$ cat src/ubsb_pkg.sv
// Shared types and constants for the uniform B-spline basis evaluator.
// No dependencies; every other file in src imports this package.
`timescale 1ns / 1ps

package ubsb_pkg;

  // Width of the degree register as seen on the configuration port
  localparam int DEG_W = 3;
  // Degree as carried down the cell chain (covers MAX_DEGREE up to 15)
  localparam int KW = 4;
  // Integer part of t and width of the knot index
  localparam int KNOT_W = 8;

  // Control that travels with each item from cell to cell
  typedef struct packed {
    logic          zero;  // t lies outside the support: result is zero
    logic [KW-1:0] deg;   // degree k in effect for this item
  } ubsb_ctl_t;

endpackage

$ cat src/ubsb_entry.sv
// Front cell of the chain: forms u = t - i, the support check and the degree-zero terms.
// Depends on ubsb_pkg.
`timescale 1ns / 1ps

module ubsb_entry #(
  parameter int FRAC_BITS  = 16,
  parameter int MAX_DEGREE = 7
) (
  input  logic                                                 clk,
  input  logic                                                 rst_n,
  input  logic                                                 in_valid,
  output logic                                                 in_ready,
  input  logic [ubsb_pkg::KNOT_W-1:0]                          in_knot_index,
  input  logic [ubsb_pkg::KNOT_W+FRAC_BITS-1:0]                in_param_t,
  input  logic [ubsb_pkg::KW-1:0]                              deg,
  output logic                                                 out_valid,
  input  logic                                                 out_ready,
  output ubsb_pkg::ubsb_ctl_t                                  out_ctl,
  output logic [FRAC_BITS+$clog2(MAX_DEGREE+1)-1:0]            out_u,
  output logic [MAX_DEGREE:0][FRAC_BITS+1:0]                   out_nb
);
  import ubsb_pkg::*;

  localparam int UW  = FRAC_BITS + $clog2(MAX_DEGREE + 1);
  localparam int NBW = FRAC_BITS + 2;
  localparam int TW  = KNOT_W + FRAC_BITS;
  localparam logic [NBW-1:0] ONE_NB = {2'b01, {FRAC_BITS{1'b0}}};

  logic [TW:0]                    u_full;
  logic [KNOT_W-1:0]              ipart;
  ubsb_ctl_t                      ctl_nxt;
  logic [MAX_DEGREE:0][NBW-1:0]   nb_nxt;

  logic                           v_r;
  ubsb_ctl_t                      ctl_r;
  logic [UW-1:0]                  u_r;
  logic [MAX_DEGREE:0][NBW-1:0]   nb_r;

  // Offset of t from the knot; top bit set means t is before the knot
  assign u_full = {1'b0, in_param_t} - {1'b0, in_knot_index, {FRAC_BITS{1'b0}}};
  assign ipart  = u_full[TW-1:FRAC_BITS];

  // Drop items outside [i, i+k+1) to zero
  assign ctl_nxt.zero = u_full[TW] || (ipart > KNOT_W'(deg));
  assign ctl_nxt.deg  = deg;

  // Degree-zero terms: one in the unit interval that holds u
  for (genvar m = 0; m <= MAX_DEGREE; m++) begin : g_ind
    assign nb_nxt[m] = (ipart == KNOT_W'(m)) ? ONE_NB : '0;
  end

  // Advance when the next cell can take the item or this slot is empty
  assign in_ready = !v_r || out_ready;

  always_ff @(posedge clk) begin
    if (!rst_n) begin
      v_r <= 1'b0;
    end else if (in_ready) begin
      v_r <= in_valid;
    end
  end

  always_ff @(posedge clk) begin
    if (in_valid && in_ready) begin
      ctl_r <= ctl_nxt;
      u_r   <= u_full[UW-1:0];
      nb_r  <= nb_nxt;
    end
  end

  assign out_valid = v_r;
  assign out_ctl   = ctl_r;
  assign out_u     = u_r;
  assign out_nb    = nb_r;

endmodule

$ cat config.mk
export PLATFORM = sky130hd
export DESIGN_NAME = ubsb_entry
export DESIGN_NICKNAME = d
export VERILOG_FILES = /design/src/ubsb_pkg.sv /design/src/ubsb_entry.sv
export SDC_FILE = /design/constraint.sdc
export NUM_CORES = 1
export LEC_CHECK = 0
export BUFFER_PORTS_ARGS = -buffer_cell sky130_fd_sc_hd__buf_2
export CAP_MARGIN = 20
export CORE_AREA = 2 2 82 84
export DETAILED_ROUTE_END_ITERATION = 16
export DIE_AREA = 0 0 84 86
export PLACE_DENSITY = 0.82
export SYNTH_ARGS = -nofsm -noshare
export SYNTH_HDL_FRONTEND = slang
export SYNTH_SLANG_ARGS = --single-unit
$ cat constraint.sdc
create_clock -name clk -period 6.8 [get_ports clk]
set_input_delay 0.34 -clock clk [delete_from_list [all_inputs] [get_ports clk]]
set_output_delay 0.34 -clock clk [all_outputs]
set_load 0.02 [all_outputs]
Word-level counts from Yosys, hierarchy flattened
Cells that the tools add are included.

Flip-flop bits (word level): 169. Latch bits: 0. RAM bits: 0. Bits in read-only memories: 0. Input port bits: 40. Word-level logic and storage cells: 34. Memories: 0.

Add/subtract/negate cells: 1. Multiply operators: 0. Div/mod/pow operators: 0. $lt $le $gt $ge: 1. Equality and inequality tests: 7. Shift-type cells: 0. Mux-type cells: 8. Bitwise logic cells: 0. Reduce and logical (&&, ||, !) cells: 5.

Operators with widths (number): two-way mux 17 bit (8); equality test 8 x 3 -> 1 bit, second input constant (4); subtractor 24 x 24 -> 25 bit (1); equality test 8 x 2 -> 1 bit, second input constant (2); equality test 8 x 1 -> 1 bit, second input constant (1); greater-than comparator 8 x 4 -> 1 bit (1); logical NOT 8 bit (1); logical OR 1 bit (2); logical AND 1 bit (1); logical NOT 1 bit (1).

Longest topological paths before layout
Gate-level depths: netlist of the first run.

Depth after elaboration: 3. Mapped depth: 11. Gate-level depth less buffers: 11.

Worst setup path after synthesis of the first run
OpenSTA, ideal clock, no wires.

Path type: input port to flip-flop. Start: input in_param_t[16] (netlist bit). End: register ctl_r, in the netlist out_ctl[4], data pin. Library setup time: 265 ps. Arrival: 2354 ps. Required time: 6535 ps. Path slack: 4181 ps. Cell stages on the path: 11. Buffers on the path: 0. Path through: inv_1 -> ha_1 -> fa_1 -> inv_1 -> ha_1 -> nor2b_1 -> o21ai_0 -> nand2b_1 -> a21oi_1 -> a41oi_1 -> or3_1.

RTL lines: start, declared (RTL line ubsb_entry.sv:14) `input logic [ubsb_pkg::KNOT_W+FRAC_BITS-1:0] in_param_t,`; end signal, assigned (RTL line ubsb_entry.sv:65) `ctl_r <= ctl_nxt;`; end, declared (RTL line ubsb_entry.sv:35) `ubsb_ctl_t ctl_r;`.

==> out/metrics.yaml, run 1 <==
timing:
  whs_ps: 238
  drv_slew: 0
  period_needed_ps: 2670
  finClkSkew_ps: 0.773
  setup_viol: 0
  min_period_over_period: 0.392
  hold_violations: 0
  slew_headroom: 0.611
  timing.final.ws_setup_ps: 4130
  worst_slew_pin_slew_ps: 580
  max_freq_ghz: 0.375
  setup_tns_ps: 0
  rsz0062_at_grt: "false"
final_layout:
  layout_commonest_cell: "conb_1"
  final-seq-area_um2: 981
  multiInputGateArea_um2: 1110
  drive_gt1_frac: 0.255
  final_util: 0.431
  area_growth_syn_to_layout_pct: 1.41
  final_cells: 422
  nets: 398
  final_cell_mix: "136 x conb_1, 73 x buf_2, 32 x edfxtp_1"
  antenna_cells: 0
  n_fill_cell: 613
  fin_area_um2: 2700
critical_path:
  cp_max_fo: 8
  critPathCaptureType: "register"
  ff2ff_setup_slack_ps: 5550
  crit_path_start: "in_knot_index[0]"
  critical_path_class: "primary input to register"
  r2r-start: "out_valid"
  timing.rr.end: "out_nb[52]"
  cp-start-kind: "primary input"
  crit_arrival_ps: 2690
  critPathRequiredTime_ps: 6820
  reg2reg_depth: 3
clock_tree:
  clk_pin_slew_ps: 60
  cts_max_level: 2
  ctsLongestPathBuffers: 2
  cts.sinks: 33
  clk_latency_ps: 270
  cts_tree: "done"
  clockRootBuffer: "clkbuf_8"
  post_cts_buffers: 0
  cts_resized: 0
  holdBufCountCts: 0
  cts_buffers: 5
placed_design:
  port_buffers: 73
  pre_cts_ws_ps: 3870
  placed_cell_area_um2: 2620
  dp_hpwl_um: 3640
  placed_cells: 414
  gp_congestion: 0.719
floorplan:
  die-height_um: 86
  num_rows: 29
  core_area_um2: 6280
  start_util: 0.425
  die_w_um: 84
  num_io_pins: 210
  die_area_um2: 7220
yosys:
  synthesis.area_um2: 2670
  synthFlopType: "edfxtp_1"
  synth_seq_area_share: 0.368
  synth-edff-count: 32
  syn_avg_cell_area_um2: 10.1
  synth_seq_cells: 33
  async_flop_share: 0
  ys_warn_count: 0
  synth_cells: 264
  synth.distinct_cells: 39
global_route:
  grt_busiest_layer: "met2"
  grt_use_met1: 0.128
  grt_pass1_vias: 1299
  grt_overflow: 0
  grt_use_met2: 0.184
  antenna_found_initial: 0
  grtUsageTotal: 0.110
  grt_pass1_wl_um: 6130
  met3_usage: 0.0423
  grt_max_degree: 33
hold_path:
  worstHoldEndpoint: "out_u[13]"
  worstHoldPathType: "primary input to register"
  min-delay-start: "in_param_t[13]"
  hold_path_depth: 1
routing:
  vias: 1589
  drc: 0
  wirelength_um: 4260
  ant_nets: 0
  dr.first_iter.drc_count: 28
  firstDrtPassIters: 4
  via_per_inst: 3.77
  wl_per_cell_um: 10.1
pwr:
  p_per_area_nw_per_um2: 205
  total_power_mw: 0.554
  ir_drop_mv: 0.122
  p_leak_nw: 1.43
outcome:
  status: "completed"
flow_run:
  maxCapViolCount: 0
## per-layer routing
layer | share of wire | vias up | wire [µm]
met4 | 0.0085 | 0 | 36
met5 | 0 | - | 0
met3 | 0.13 | 2 | 559
li1 | - | 766 | -
met1 | 0.37 | 698 | 1570
met2 | 0.49 | 123 | 2090
## worst max path at each step
stage	end	slack (ps)
after detailed placement	out_ctl[4]	3870
after floorplan	out_ctl[4]	4180
final	out_ctl[4]	4130
after global routing	out_ctl[4]	3940
after CTS	out_ctl[4]	4170
after global placement	out_ctl[4]	4010
## power breakdown
group | internal [mW] | switching [mW] | total (mW) | leakage, nW
clock | 0.0708 | 0.0652 | 0.136 | 0.0450
sequential | 0.238 | 0.00272 | 0.240 | 0.318
combinational | 0.0440 | 0.134 | 0.178 | 1.07
## registers in the layout (all words and copies together), names as in the netlist
name	cells
out_u	19
out_nb	8
out_ctl	5
out_valid	1
## final cells by class
class	instances	share of cell area
multi-input combinational	214	0.411
sequential	33	0.363
clock inverter	2	0.00370
timing repair buffer	74	0.138
clock buffer	6	0.0269
tap	77	0.0356
inverter	16	0.0222
## worst max-delay path: stages
cell and delay (ps):
buf_2 110, ha_1 200, fa_1 400, xnor2_1 510, ha_1 350, o21ai_0 80
nand2b_1 90, a21oi_1 160, a41oi_1 60, or3_1 390
## synth_stat cells (all sizes together) (2+ instances only)
library cell	number	area share
buf	136	0.38
o21ai	4	0.0075
inv	16	0.023
nand2	7	0.0099
nor4	2	0.0047
nor2	5	0.0070
edfxtp	32	0.36
xor2	2	0.0066
ha	13	0.061
nor4b	2	0.0089
o21bai	2	0.0099
a21o	2	0.0056
nand2b	2	0.0047
or3	3	0.0070
nor2b	3	0.0080
o21a	2	0.0056
nor3	6	0.011
nand3	4	0.0075
a21oi	3	0.0085
and2	3	0.0070
## cells by family after synthesis
group	synth area share
AND/OR/NAND/NOR	0.0901
AO/OA/AOI/OAI	0.0563
other	0.00141
adder cells (fa/ha/maj)	0.0685
flip-flops	0.368
XOR/XNOR	0.00986
buffers and inverters	0.406
Power figures use the tool's default switching activity.
==> run 2: changes to the inputs <==
Settings changed: ABC_AREA from default to 1, CORE_AREA 2 2 82 84 to 2 2 90 92, DIE_AREA 0 0 84 86 to 0 0 92 94, PLACE_DENSITY 0.82 to 0.74.
Clock period 6.8 ns to 2.4 ns, I/O delays scaled along.
==> run 2 against run 1 <==
Worst setup slack worse by 3600 ps. Final area up 7.3%. Synthesized area up 4.6%. Flip-flop and latch count unchanged. Clock skew up 5.4 ps.
==> out/metrics.yaml, run 2 <==
floorplan:
  die_area_um2: 8650  # was 7220 µm²
  num_rows: 32  # was 29
  die-height_um: 94  # was 86 µm
  start_util: 0.366  # was 0.425
  num_io_pins: 210  # unchanged
  core_area_um2: 7610  # was 6280 µm²
  die_w_um: 92  # was 84 µm
timing:
  hold_violations: 0  # unchanged
  min_period_over_period: 0.773
  drv_slew: 0  # unchanged
  period_needed_ps: 1850
  setup_tns_ps: 0  # unchanged
  finClkSkew_ps: 6.22  # was 0.773 ps
  rsz0062_at_grt: "false"  # unchanged
  setup_viol: 0  # unchanged
  max_freq_ghz: 0.539
final_layout:
  antenna_cells: 0  # unchanged
  area_growth_syn_to_layout_pct: 3.99  # was 1.41%
  nets: 443  # was 398
  final_cell_mix: "136 x conb_1, 73 x buf_2, 37 x nand2_1"  # was 136 x conb_1, 73 x buf_2, 32 x edfxtp_1
  drive_gt1_frac: 0.265  # was 0.255
  largest_reg_flops: 19  # unchanged
  layout_commonest_cell: "conb_1"  # unchanged
critical_path:
  critPathCaptureType: "register"  # unchanged
  crit_arrival_ps: 1890  # was 2690 ps
  ff2ff_setup_slack_ps: 1170  # was 5550 ps
  timing.rr.end: "out_u[10]"  # was out_nb[52]
  reg2reg_depth: 2  # was 3
  critPathRequiredTime_ps: 2430  # was 6820 ps
  r2r-start: "out_valid"  # unchanged
  cp-start-kind: "primary input"  # unchanged
  cp_max_fo: 4  # was 8
  critical_path_class: "primary input to register"  # unchanged
global_route:
  antenna_found_initial: 0  # unchanged
  grt_max_degree: 33  # unchanged
  grt_pass1_vias: 1365  # was 1,299
  grt_pass1_wl_um: 6170  # was 6130 µm
  grtUsageTotal: 0.0913  # was 0.110
  grt_overflow: 0  # unchanged
yosys:
  synth.largest_area_cell: "buf_4"  # unchanged
  synth.distinct_cells: 25  # was 39
  synthFlopType: "edfxtp_1"  # unchanged
  ys_top_cells_by_count: "136 x buf_4, 37 x nand2_1, 35 x inv_1, 32 x edfxtp_1, 13 x ha_1"  # was 136 x buf_4, 32 x edfxtp_1, 16 x inv_1, 13 x ha_1, 7 x nand2_1
  syn_avg_cell_area_um2: 9.14  # was 10.1 µm²
  synthDominantCellAreaShare: 0.366  # was 0.383
  async_flop_share: 0  # unchanged
  synth_area_leaders: "buf_4 37%, edfxtp_1 34%, ha_1 5.8%"  # was buf_4 38%, edfxtp_1 36%, ha_1 6.1%
  yosysMostFrequentCell: "buf_4"  # unchanged
  synthesis.area_um2: 2790  # was 2670 µm²
  synth_seq_area_share: 0.352  # was 0.368
  ys_warn_count: 0  # unchanged
  synth-edff-count: 32  # unchanged
  synth_cells: 305  # was 264
  synth_seq_cells: 33  # unchanged
pwr:
  power.switching_mw: 0.599  # was 0.202 mW
  internal-power_mw: 0.995  # was 0.352 mW
  ir_drop_mv: 0.190  # was 0.122 mV
  p_leak_nw: 1.58  # was 1.43 nW
  p_per_area_nw_per_um2: 550  # was 205 nW/µm²
  seqPwrFrac: 0.427  # was 0.434
  total_power_mw: 1.59  # was 0.554 mW
  clockPowerShare: 0.234  # was 0.245
  combPwrFrac: 0.340  # was 0.321
  p_sw_frac: 0.376  # was 0.364
routing:
  firstDrtPassIters: 4  # unchanged
  drc: 0  # unchanged
  via_per_inst: 3.52  # was 3.77
  wirelength_um: 4400  # was 4260 µm
  dr.first_iter.drc_count: 36  # was 28
  vias: 1727  # was 1,589
  ant_nets: 0  # unchanged
  wl_per_cell_um: 8.95  # was 10.1 µm
flow_run:
  maxCapViolCount: 0  # unchanged
placed_design:
  gp_congestion: 0.787  # was 0.719
  port_buffers: 73  # unchanged
  dp_hpwl_um: 3790  # was 3640 µm
clock_tree:
  clk_latency_ps: 280  # was 270 ps
  ctsLongestPathBuffers: 2  # unchanged
  clk_pin_slew_ps: 60  # about the same
  cts_resized: 0  # unchanged
  post_cts_buffers: 0  # unchanged
  cts_max_level: 2  # unchanged
  clockRootBuffer: "clkbuf_8"  # unchanged
  cts_tree: "done"  # unchanged
  cts.sinks: 33  # unchanged
  cts_buffers: 5  # unchanged
hold_path:
  worstHoldEndpoint: "out_u[4]"  # was out_u[13]
  worstHoldPathType: "primary input to register"  # unchanged
  hold_path_depth: 1  # unchanged
  min-delay-start: "in_param_t[4]"  # was in_param_t[13]
outcome:
  status: "completed"  # unchanged
## run 2: stage by stage
stage / hold slack [ps] / std cells / util / setup slack (ps) / cell area [µm²]
detailed placement: 299 / 481 / 0.367 / 267 / 2790
CTS: 4.90 / 488 / 0.377 / 565 / 2870
floorplan: 219 / 440 / - / 488 / 3300
global placement: 298 / 481 / 0.367 / 334 / 2790
finish: 16.3 / 491 / 0.381 / 546 / 2900
global route: 1.59 / 491 / 0.381 / 325 / 2900
## run 2: power groups by stage
stage	registers [mW]	clock network (mW)	logic, mW
4_1_cts	0.681	0.395	0.536
2_1_floorplan	0.740	0	0.546
3_5_place_dp	0.693	0	0.536
3_3_place_gp	0.692	0	0.526
6_report	0.680	0.373	0.542
5_1_grt	0.683	0.418	0.599
## run 2: how the worst max path moves through the flow
stage	startpoint	end	slack (ps)
floorplan	in_param_t[16]	out_ctl[4]	490
global placement	in_knot_index[0]	out_ctl[4]	330
detailed placement	in_knot_index[0]	out_ctl[4]	270
CTS	in_knot_index[0]	out_ctl[4]	560
global route	in_knot_index[2]	out_ctl[4]	330
finish	in_knot_index[0]	out_ctl[4]	550
## run 2: cells by family after synthesis
group / synth area share
buf+inv: 0.415
simple gates: 0.141
flops: 0.352
fa+ha+maj: 0.0655
compound gates: 0.0224
xor+xnor: 0.00314
other cells: 0.00135
## run 2: worst max-delay path, cell delays in order
cell and delay (ps):
buf_2 110, ha_1 200, fa_1 580, inv_1 100, ha_1 290, a21oi_1 140, o21ai_0 80, o21ai_1 80
o21ai_0 90, inv_1 60, nand2_1 40
## run 2: area by class of cell
| cell class | count | area (µm²) |
|---|---|---|
| inverters | 36 | 135 |
| repair buffers | 78 | 410 |
| well taps | 102 | 128 |
| flip-flops and latches | 33 | 981 |
| clock inverters | 1 | 3.75 |
| multi-input cells | 235 | 1170 |
| fillers | 772 | 4710 |
| clock buffers | 6 | 72.6 |
## run 2: metal layers
metal,GRT usage,vias to the layer above,wire length (µm)
met5,0,-,0
met4,0.0299,0,44
met3,0.0329,4,545
met2,0.162,116,2200
met1,0.101,756,1600
li1,-,851,-
## run 2: what timing repair did
| action | in CTS | in global routing |
|---|---|---|
| hold buffers | 0 | 3 |
| endpoints found under the setup margin | 0 | 0 |
| endpoints found under the hold margin | 0 | 3 |
